`config.mk`:
```
export PLATFORM = sky130hd
export DESIGN_NAME = stc_ctrl_flat
export DESIGN_NICKNAME = d
export VERILOG_FILES = /design/src/hw/rtl/stc_pkg.sv /design/src/hw/rtl/stc_if.sv /design/src/hw/rtl/stc_ctrl.sv /design/src/flat_wrapper.sv
export SDC_FILE = /design/constraint.sdc
export NUM_CORES = 1
export LEC_CHECK = 0
export BUFFER_PORTS_ARGS = -buffer_cell sky130_fd_sc_hd__buf_2
export CORE_MARGIN = 2
export CORE_UTILIZATION = 45
export DETAILED_ROUTE_END_ITERATION = 8
export GPL_TIMING_DRIVEN = 0
export PLACE_DENSITY_LB_ADDON = 0.3
export SYNTH_ARGS = -nofsm -noshare
export SYNTH_HDL_FRONTEND = slang
export SYNTH_SLANG_ARGS = --single-unit
```
`constraint.sdc`:
```
create_clock -name clk -period 7.75 [get_ports clk]
set_input_delay 0.3875 -clock clk [delete_from_list [all_inputs] [get_ports clk]]
set_output_delay 0.3875 -clock clk [all_outputs]
set_load 0.005 [all_outputs]
```
`src/hw/rtl/stc_pkg.sv`:
```
// ----------------------------------------------------------------------------
// stc_pkg
// shared constants, types and helpers for the scrolling text console
// ----------------------------------------------------------------------------
`timescale 1ns / 1ps

package stc_pkg;

  // default geometry
  localparam int COLUMNS_DEF = 80;
  localparam int ROWS_DEF    = 25;

  // field widths
  localparam int CHAR_W   = 8;
  localparam int COLOR_W  = 8;
  localparam int CELL_W   = CHAR_W + COLOR_W;
  localparam int SROW_W   = 5;
  localparam int SCOL_W   = 7;
  localparam int CURSOR_W = 7;
  localparam int HEAD_W   = 5;

  // character codes
  localparam logic [CHAR_W-1:0]  BLANK_CHAR  = 8'h20;
  localparam logic [CHAR_W-1:0]  LINE_FEED   = 8'h0A;
  localparam logic [CHAR_W-1:0]  BACK_SPACE  = 8'h08;
  localparam logic [COLOR_W-1:0] RESET_COLOR = 8'h07;

  // request codes
  localparam logic REQ_PUT  = 1'b0;
  localparam logic REQ_READ = 1'b1;

  typedef struct packed {
    logic [CHAR_W-1:0]   cell_char;
    logic [COLOR_W-1:0]  cell_color;
    logic [CURSOR_W-1:0] cursor_column;
    logic [HEAD_W-1:0]   head_ring_row;
  } stc_rsp_t;

  // attribute in the high byte, character in the low byte
  function automatic logic [CELL_W-1:0] make_cell(input logic [CHAR_W-1:0] ch,
                                                 input logic [COLOR_W-1:0] color);
    return {color, ch};
  endfunction

endpackage

```
`src/hw/rtl/stc_if.sv`:
```
// ----------------------------------------------------------------------------
// stc_if
// valid/ready channels of the console: request and response
// ----------------------------------------------------------------------------
`timescale 1ns / 1ps

interface stc_req_if import stc_pkg::*; ();
  logic              valid;
  logic              ready;
  logic              req_type;
  logic [CHAR_W-1:0] char_code;
  logic [SROW_W-1:0] screen_row;
  logic [SCOL_W-1:0] screen_col;

  modport source(output valid, req_type, char_code, screen_row, screen_col, input ready);
  modport sink(input valid, req_type, char_code, screen_row, screen_col, output ready);
endinterface


```
`src/hw/rtl/stc_ctrl.sv`:
```
// ----------------------------------------------------------------------------
// stc_ctrl
// request sequencer: cursor, ring head, memory access and row clearing
// ----------------------------------------------------------------------------
`timescale 1ns / 1ps

module stc_ctrl import stc_pkg::*; #(
  parameter int COLUMNS = COLUMNS_DEF,
  parameter int ROWS    = ROWS_DEF,
  parameter int AW      = $clog2(COLUMNS * ROWS)
) (
  input  logic               clk,
  input  logic               rst_n,
  input  logic [COLOR_W-1:0] text_color,
  stc_req_if.sink            in_req,
  output logic               rsp_valid,
  input  logic               rsp_ready,
  output stc_rsp_t           rsp,
  output logic               mem_we,
  output logic [AW-1:0]      mem_waddr,
  output logic [CELL_W-1:0]  mem_wdata,
  output logic               mem_re,
  output logic [AW-1:0]      mem_raddr,
  input  logic [CELL_W-1:0]  mem_rdata
);

  localparam int DEPTH = COLUMNS * ROWS;
  localparam int CW    = $clog2(COLUMNS);
  localparam int RW    = $clog2(ROWS);
  localparam int RSW   = RW + 1;

  typedef enum logic [4:0] {
    ST_CLR_ALL = 5'b00001,
    ST_IDLE    = 5'b00010,
    ST_CLR_ROW = 5'b00100,
    ST_READ    = 5'b01000,
    ST_RESP    = 5'b10000
  } stc_state_t;

  stc_state_t        state_r, state_nxt;
  logic [RW-1:0]     head_r, head_nxt;
  logic [CW-1:0]     cursor_r, cursor_nxt;
  logic [AW-1:0]     clr_addr_r, clr_addr_nxt;
  logic [CW-1:0]     clr_col_r, clr_col_nxt;
  logic [CELL_W-1:0] cell_r, cell_nxt;

  logic [RW-1:0]  head_inc;
  logic [RW-1:0]  bs_head;
  logic [CW-1:0]  bs_col;
  logic [RSW-1:0] ring_sum;
  logic [RW-1:0]  ring_row;
  logic           rd_in_range;

  function automatic logic [AW-1:0] cell_addr(input logic [RW-1:0] row,
                                              input logic [CW-1:0] col);
    return AW'(AW'(row) * AW'(COLUMNS)) + AW'(col);
  endfunction

  assign head_inc = (head_r == RW'(ROWS - 1)) ? '0 : head_r + 1'b1;
  assign bs_col   = (cursor_r == '0) ? CW'(COLUMNS - 1) : cursor_r - 1'b1;
  assign bs_head  = (cursor_r != '0) ? head_r :
                    (head_r == '0)   ? RW'(ROWS - 1) : head_r - 1'b1;

  // screen row r shows ring row (head + r + 1) mod ROWS
  assign rd_in_range = (9'(in_req.screen_row) < 9'(ROWS)) &&
                       (9'(in_req.screen_col) < 9'(COLUMNS));
  assign ring_sum    = RSW'(head_r) + RSW'(in_req.screen_row) + RSW'(1);
  assign ring_row    = (ring_sum >= RSW'(ROWS)) ? RW'(ring_sum - RSW'(ROWS)) : RW'(ring_sum);

  always_comb begin
    state_nxt    = state_r;
    head_nxt     = head_r;
    cursor_nxt   = cursor_r;
    clr_addr_nxt = clr_addr_r;
    clr_col_nxt  = clr_col_r;
    cell_nxt     = cell_r;
    mem_we       = 1'b0;
    mem_waddr    = cell_addr(head_r, cursor_r);
    mem_wdata    = make_cell(BLANK_CHAR, text_color);
    mem_re       = 1'b0;
    mem_raddr    = cell_addr(ring_row, CW'(in_req.screen_col));

    unique case (state_r)
      ST_CLR_ALL: begin
        mem_we    = 1'b1;
        mem_waddr = clr_addr_r;
        mem_wdata = make_cell(BLANK_CHAR, RESET_COLOR);
        if (clr_addr_r == AW'(DEPTH - 1)) begin
          state_nxt = ST_IDLE;
        end else begin
          clr_addr_nxt = clr_addr_r + 1'b1;
        end
      end
      ST_IDLE: begin
        if (in_req.valid) begin
          cell_nxt = '0;
          if (in_req.req_type == REQ_READ) begin
            if (rd_in_range) begin
              mem_re    = 1'b1;
              state_nxt = ST_READ;
            end else begin
              state_nxt = ST_RESP;
            end
          end else begin
            case (in_req.char_code)
              LINE_FEED: begin
                cursor_nxt  = '0;
                head_nxt    = head_inc;
                clr_col_nxt = '0;
                state_nxt   = ST_CLR_ROW;
              end
              BACK_SPACE: begin
                mem_we     = 1'b1;
                mem_waddr  = cell_addr(bs_head, bs_col);
                cursor_nxt = bs_col;
                head_nxt   = bs_head;
                state_nxt  = ST_RESP;
              end
              default: begin
                mem_we    = 1'b1;
                mem_wdata = make_cell(in_req.char_code, text_color);
                if (cursor_r == CW'(COLUMNS - 1)) begin
                  // wrap past the last column starts a new line
                  cursor_nxt  = '0;
                  head_nxt    = head_inc;
                  clr_col_nxt = '0;
                  state_nxt   = ST_CLR_ROW;
                end else begin
                  cursor_nxt = cursor_r + 1'b1;
                  state_nxt  = ST_RESP;
                end
              end
            endcase
          end
        end
      end
      ST_CLR_ROW: begin
        mem_we    = 1'b1;
        mem_waddr = cell_addr(head_r, clr_col_r);
        if (clr_col_r == CW'(COLUMNS - 1)) begin
          state_nxt = ST_RESP;
        end else begin
          clr_col_nxt = clr_col_r + 1'b1;
        end
      end
      ST_READ: begin
        cell_nxt  = mem_rdata;
        state_nxt = ST_RESP;
      end
      ST_RESP: begin
        if (rsp_ready) begin
          state_nxt = ST_IDLE;
        end
      end
      default: begin
        state_nxt = ST_CLR_ALL;
      end
    endcase
  end

  always_ff @(posedge clk) begin
    if (!rst_n) begin
      state_r    <= ST_CLR_ALL;
      head_r     <= '0;
      cursor_r   <= '0;
      clr_addr_r <= '0;
      clr_col_r  <= '0;
    end else begin
      state_r    <= state_nxt;
      head_r     <= head_nxt;
      cursor_r   <= cursor_nxt;
      clr_addr_r <= clr_addr_nxt;
      clr_col_r  <= clr_col_nxt;
    end
  end

  always_ff @(posedge clk) begin
    cell_r <= cell_nxt;
  end

  assign in_req.ready = (state_r == ST_IDLE);
  assign rsp_valid    = (state_r == ST_RESP);
  assign rsp = '{cell_char:     cell_r[CHAR_W-1:0],
                 cell_color:    cell_r[CELL_W-1:CHAR_W],
                 cursor_column: CURSOR_W'(cursor_r),
                 head_ring_row: HEAD_W'(head_r)};

  a_read_keeps_cursor: assert property (@(posedge clk) disable iff (!rst_n)
    (in_req.valid && in_req.ready && in_req.req_type == REQ_READ)
      |=> $stable(head_r) && $stable(cursor_r))
    else $error("read transaction moved the cursor");

  a_line_feed_clears: assert property (@(posedge clk) disable iff (!rst_n)
    (in_req.valid && in_req.ready && in_req.req_type == REQ_PUT &&
     in_req.char_code == LINE_FEED)
      |=> (state_r == ST_CLR_ROW) && (cursor_r == '0) && (clr_col_r == '0))
    else $error("line feed did not start a row clear");

  a_cursor_range: assert property (@(posedge clk) disable iff (!rst_n)
    (9'(cursor_r) < 9'(COLUMNS)) && (7'(head_r) < 7'(ROWS)))
    else $error("cursor outside the screen");

  a_no_write_on_wait: assert property (@(posedge clk) disable iff (!rst_n)
    (state_r == ST_RESP || state_r == ST_READ) |-> !mem_we)
    else $error("memory write while a response is pending");

endmodule

```
`src/flat_wrapper.sv`:
```
// flat-port wrapper written by rule: the top's interface ports become plain ports
module stc_ctrl_flat import stc_pkg::*;
#(
  parameter int COLUMNS = COLUMNS_DEF,
  parameter int ROWS    = ROWS_DEF,
  parameter int AW      = $clog2(COLUMNS * ROWS)
)
  (clk, rst_n, text_color, rsp_valid, rsp_ready, rsp, mem_we, mem_waddr, mem_wdata, mem_re, mem_raddr, mem_rdata, in_req_valid, in_req_req_type, in_req_char_code, in_req_screen_row, in_req_screen_col, in_req_ready);
  stc_req_if in_req_i ();
  input  logic clk;
  input  logic rst_n;
  input  logic [COLOR_W-1:0] text_color;
  output logic rsp_valid;
  input  logic rsp_ready;
  output stc_rsp_t rsp;
  output logic mem_we;
  output logic [AW-1:0] mem_waddr;
  output logic [CELL_W-1:0] mem_wdata;
  output logic mem_re;
  output logic [AW-1:0] mem_raddr;
  input  logic [CELL_W-1:0] mem_rdata;
  input wire logic [$bits(in_req_i.valid)-1:0] in_req_valid;
  input wire logic [$bits(in_req_i.req_type)-1:0] in_req_req_type;
  input wire logic [$bits(in_req_i.char_code)-1:0] in_req_char_code;
  input wire logic [$bits(in_req_i.screen_row)-1:0] in_req_screen_row;
  input wire logic [$bits(in_req_i.screen_col)-1:0] in_req_screen_col;
  output wire logic [$bits(in_req_i.ready)-1:0] in_req_ready;
  assign in_req_i.valid = in_req_valid;
  assign in_req_i.req_type = in_req_req_type;
  assign in_req_i.char_code = in_req_char_code;
  assign in_req_i.screen_row = in_req_screen_row;
  assign in_req_i.screen_col = in_req_screen_col;
  assign in_req_ready = in_req_i.ready;
  stc_ctrl #(.COLUMNS(COLUMNS), .ROWS(ROWS), .AW(AW)) u_core (.clk(clk), .rst_n(rst_n), .text_color(text_color), .in_req(in_req_i), .rsp_valid(rsp_valid), .rsp_ready(rsp_ready), .rsp(rsp), .mem_we(mem_we), .mem_waddr(mem_waddr), .mem_wdata(mem_wdata), .mem_re(mem_re), .mem_raddr(mem_raddr), .mem_rdata(mem_rdata));
endmodule
```
Yosys cells after proc, flatten, opt, wreduce, memory -nomap -nowiden
Cells that the tools add are included.
{ "word_totals": {"register_bits": 51, "input_bits": 49, "wordCells": 103} }
{ "classes": {"n_addsub": 13, "mul": 3, "n_lt_le_gt_ge": 3, "n_eq_ne": 19, "n_mux": 42, "n_bitwise": 2, "reduce_logical": 15} }
{ "ops": {"columns": ["cell", "n"], "rows": [
  ["$pmux W16 S2", 2],
  ["$mux W5", 12],
  ["$add A11 B7 Y11", 4],
  ["$mux W7", 6],
  ["$pmux W7 S2", 3],
  ["$mux W11", 3],
  ["$pmux W11 S3", 1],
  ["$pmux W5 S5", 1],
  ["$mux W8", 3],
  ["$mul A5 B3 Y7 const B", 3],
  ["$pmux W5 S2", 2],
  ["$eq A8 B4 Y1 const B", 2],
  ["$mux W16", 1],
  ["$add A7 B1 Y7 const B", 2],
  ["$eq A7 B7 Y1 const B", 2],
  ["$add A11 B1 Y11 const B", 1],
  ["$eq A11 B11 Y1 const B", 1],
  ["$eq A5 B5 Y1 const B", 2],
  ["$ne A2 B2 Y1 const B", 4],
  ["$reduce_and A4 Y1", 2],
  ["$logic_not A7 Y1", 1],
  ["$lt A7 B7 Y1 const B", 1],
  ["$mux W1", 7],
  ["$reduce_bool A7 Y1", 1],
  ["24 further kinds", 30]
]} }

Logic depth before layout (Yosys ltp)
{ "depth": {"ltp_word": 9, "depth_mapped": 18} }

Worst setup path before layout
Ideal clock, no wire load.
{ "synth_timing": {"kind": "reg-to-output", "from": "register u_core.head_r[0]", "to": "output mem_raddr[10]", "t_arrival_ns": 4.747, "path_slack_ns": 2.615, "stages_incl_launch_ff": 18, "n_path_buf": 1, "cell_sequence": "dfxtp_1 > inv_1 > ha_1 > fa_1 > ha_1 > clkbuf_1 > nand2_1 > or2_2 > a31oi_1 > mux2i_1 > ha_1 > ha_1 > fa_1 > nand2_1 > nor2b_1 > o21ai_0 > a222oi_1 > xor2_1"} }
{ "synth_between": {"elab_chain_cells": 6, "elab_cells_between_ends": 7, "cone_classes": "4 x add/sub; 1 x mul; 1 x order compare; 1 x mux"} }
{ "synth_rtl": {"columns": ["item", "line_no", "rtl"], "rows": [
  ["start, declared", "stc_ctrl.sv:41", "logic [RW-1:0] head_r, head_nxt;"],
  ["start signal, assigned", "stc_ctrl.sv:170", "head_r <= head_nxt;"],
  ["$add A5 B5 Y6 (*)", "stc_ctrl.sv:67", "assign ring_sum = RSW'(head_r) + RSW'(in_req.screen_row) + RSW'(1);"],
  ["$add A6 B1 Y6 (*)", "stc_ctrl.sv:67", null],
  ["$sub A5 B5 Y5 or $ge A6 B5 Y1 (tied branches)", "stc_ctrl.sv:68", "assign ring_row = (ring_sum >= RSW'(ROWS)) ? RW'(ring_sum - RSW'(ROWS)) : RW'(ring_sum);"],
  ["$mux W5 (*)", "stc_ctrl.sv:68", null],
  ["$mul A5 B3 Y7 (*)", "stc_ctrl.sv:56", "return AW'(AW'(row) * AW'(COLUMNS)) + AW'(col);"],
  ["$add A11 B7 Y11 (*)", "stc_ctrl.sv:56", null],
  ["end, declared", "flat_wrapper.sv:20", "output logic [AW-1:0] mem_raddr;"]
]} }
Every way passes the cells marked *; elsewhere a longest branch is shown, timed or not.

Final worst setup path
Same ends and word-level chain as after synthesis.

==> results.json <==
{
  "status": "completed",
  "async_flop_share_pct": 0,
  "critical_path_required_ns": 7.36,
  "cts_resized": 0,
  "grt_max_degree": 17,
  "die_y_um": 109,
  "via_per_inst": 5.73,
  "synthCells": 600,
  "wl_per_cell_um": 16.0,
  "drtIter0Drc": 410,
  "fin_setup_tns_ns": 0,
  "gp_congestion": 0.902,
  "crit_chain": "inv_1, ha_1, fa_1, ha_1, clkbuf_1, nand2_1, or2_2, a31oi_1, mux2i_1, ha_1, ha_1, fa_1, nand2_1, nor2b_1, o21ai_0, a222oi_1, xor2_1, buf_2",
  "finalHoldViolCount": 0,
  "ys_warn_count": 0,
  "grt_usage_pct": 23.4,
  "regArea_um2": 1180,
  "yosysMostFrequentCell": "o21ai_0",
  "grt.overflow.total": 0,
  "syn_to_final_growth_pct": 17.4,
  "nets": 821,
  "path_class": "register to primary output",
  "dr.pass1.iters": 5,
  "std_cell_rows": 38,
  "die_w_um": 109,
  "dieArea_um2": 11800,
  "path_delay_family": "adder cells",
  "cts_root_buf": "clkbuf_8",
  "synth.top_cell.area_share_pct": 14.2,
  "antenna_found_initial": 0,
  "synth-edff-count": 16,
  "multiInputGateArea_um2": 3460,
  "synth_ff_type": "dfxtp_1",
  "ant_nets": 0,
  "arrival_ns": 5.97,
  "cts_hold_buf": 0,
  "clock_path_buffers": 2,
  "cp_max_fo": 12,
  "cp_slowest_cell": "dfxtp_1",
  "yosysSeqAreaShare_pct": 24.0,
  "cts_tree": "done",
  "drt-total-wl_um": 13800,
  "numCtsBuffers": 5,
  "max_stage_delay_ns": 0.68,
  "postCtsSetupRepairBufs": 0,
  "synth_xor_area_share_pct": 7.47,
  "fillers": 1086,
  "vias": 4941,
  "clk_latency_ns": 0.31,
  "core_um2": 10700,
  "maxSlewViolCount": 0,
  "p_leak_nw": 2.58,
  "synth_top_family_by_area": "simple AND/OR/NAND/NOR gates",
  "syn-cell-area_um2": 4920,
  "syn_area_per_cell_um2": 8.21,
  "post-place-ws_ns": 1.81,
  "setup_viol": 0,
  "synthTopCellsByCount": "o21ai_0, nor2_1, ha_1",
  "diodes": 0,
  "synthAdderAreaFrac_pct": 14.4,
  "hp-class": "input pin to register",
  "yosys.area.top_type": "dfxtp_1",
  "crit_top_cell": "ha_1",
  "crit_path_start_kind": "register",
  "ios": 119,
  "period_minus_slack_ns": 6.36,
  "synth-seq-cells": 51,
  "synth.distinct_cells": 79,
  "slew_headroom_pct": 20.5,
  "grt_pass1_vias": 4689,
  "synth.area.mux_share_pct": 1.75,
  "fmax_mhz": 157,
  "portBuffers": 114,
  "grt_setup_unrepaired": "no",
  "setup_ws_ns": 1.39,
  "fin_skew_ns": 0.0169,
  "cp-end-kind": "primary output",
  "maxCapViolCount": 0,
  "cts_htree_levels": 2,
  "synth_compound_area_share_pct": 22.0,
  "path_clk_slew_ns": 0.11,
  "synth_area_leaders": "dfxtp_1, ha_1, edfxtp_1, o21ai_0, xnor2_1",
  "drc": 0,
  "start_util_pct": 45.8,
  "holdWs_ns": 0.361,
  "synth-simple-area-share_pct": 24.7,
  "grt_pass1_wl_um": 22200,
  "worst_slew_pin_slew_ns": 1.18,
  "clock_sinks": 51,
  "period_share_pct": 82.1,
  "hpwl_um": 10700,
  "ir_drop_mv": 0.0862,
  "path_buf_inv": 3,
  "layout-drive-gt1-share_pct": 22.6,
  "syn-num-nets": 700,
  "power_density_nw_per_um2": 138
}
registers in the layout, indices dropped and copies added, names as in the netlist:
signal	count
u_core.cell_r	16
u_core.clr_addr_r	11
u_core.clr_col_r	7
u_core.cursor_r	7
u_core.head_r	5
u_core.state_r	5
path summary, 6_finish.rpt:
check	from	endpoint	slack, ns	cells past startpoint
worst min-delay path	mem_rdata[1]	u_core.cell_r[1]$_SDFFCE_PN0P_	0.36	2
worst min register to register	u_core.clr_col_r[6]$_SDFFE_PN0P_	u_core.clr_col_r[6]$_SDFFE_PN0P_	0.50	1
worst max register to register	u_core.head_r[1]$_SDFFE_PN0P_	u_core.head_r[1]$_SDFFE_PN0P_	5.15	8
worst max-delay path	u_core.head_r[0]$_SDFFE_PN0P_	mem_raddr[10]	1.39	18
layer usage:
metal,GRT usage [%],part of all wire (%)
met5,0,0
met4,4.58,1.2
met3,2.77,7.8
met2,41.5,49
met1,30.5,42
area by class of cell:
| class | instances | area share [%] |
|---|---|---|
| multi-input cells | 485 | 59.8 |
| flip-flops and latches | 51 | 20.4 |
| repair buffers | 114 | 9.87 |
| well taps | 140 | 3.03 |
| plain buffers | 35 | 2.99 |
| inverters | 29 | 1.93 |
| clock buffers | 6 | 1.26 |
| clock inverters | 2 | 0.649 |
stage by stage:
| step | utilization, % | instances | total power, mW | cell area [um2] |
|---|---|---|---|---|
| 5_1_grt | 53.8 | 862 | 0.849 | 5780 |
| 3_3_place_gp | 52.8 | 854 | 0.599 | 5670 |
| 4_1_cts | 53.8 | 862 | 0.802 | 5780 |
| 3_5_place_dp | 52.8 | 854 | 0.609 | 5670 |
| 6_report | 53.8 | 862 | 0.797 | 5780 |
| 2_1_floorplan | - | 600 | 0.506 | 4920 |
layout by cell type (no fill, tap or decap), drive strengths merged, types with 9 or more instances in the layout:
master    n
buf     127
o21ai    49
nor2     44
ha       43
nand2    42
a21oi    40
dfxtp    35
inv      28
clkbuf   28
and2     24
xnor2    23
xor2     19
nor2b    18
nand3    18
edfxtp   16
nor3     13
a21o     12
a31oi    11
nand2b    9
or3       9
cell families (layout without fill, tap and decap cells):
logic type	count (synthesis)	after routing
xor gates and xnor gates	42	42
AOI/OAI and AO/OA	164	164
adders and majority gates	52	52
muxes	8	8
buffers and inverters	64	186
DFF	51	51
and+or+nand+nor	219	219
power by group:
part | internal [mW] | switching (mW) | leakage, nW
Clock | 0.0966 | 0.0955 | 0.0514
Sequential | 0.286 | 0.00748 | 0.402
Combinational | 0.134 | 0.178 | 2.13
Total | 0.516 | 0.281 | 2.58
No activity file was read; power rests on OpenSTA's default activity.
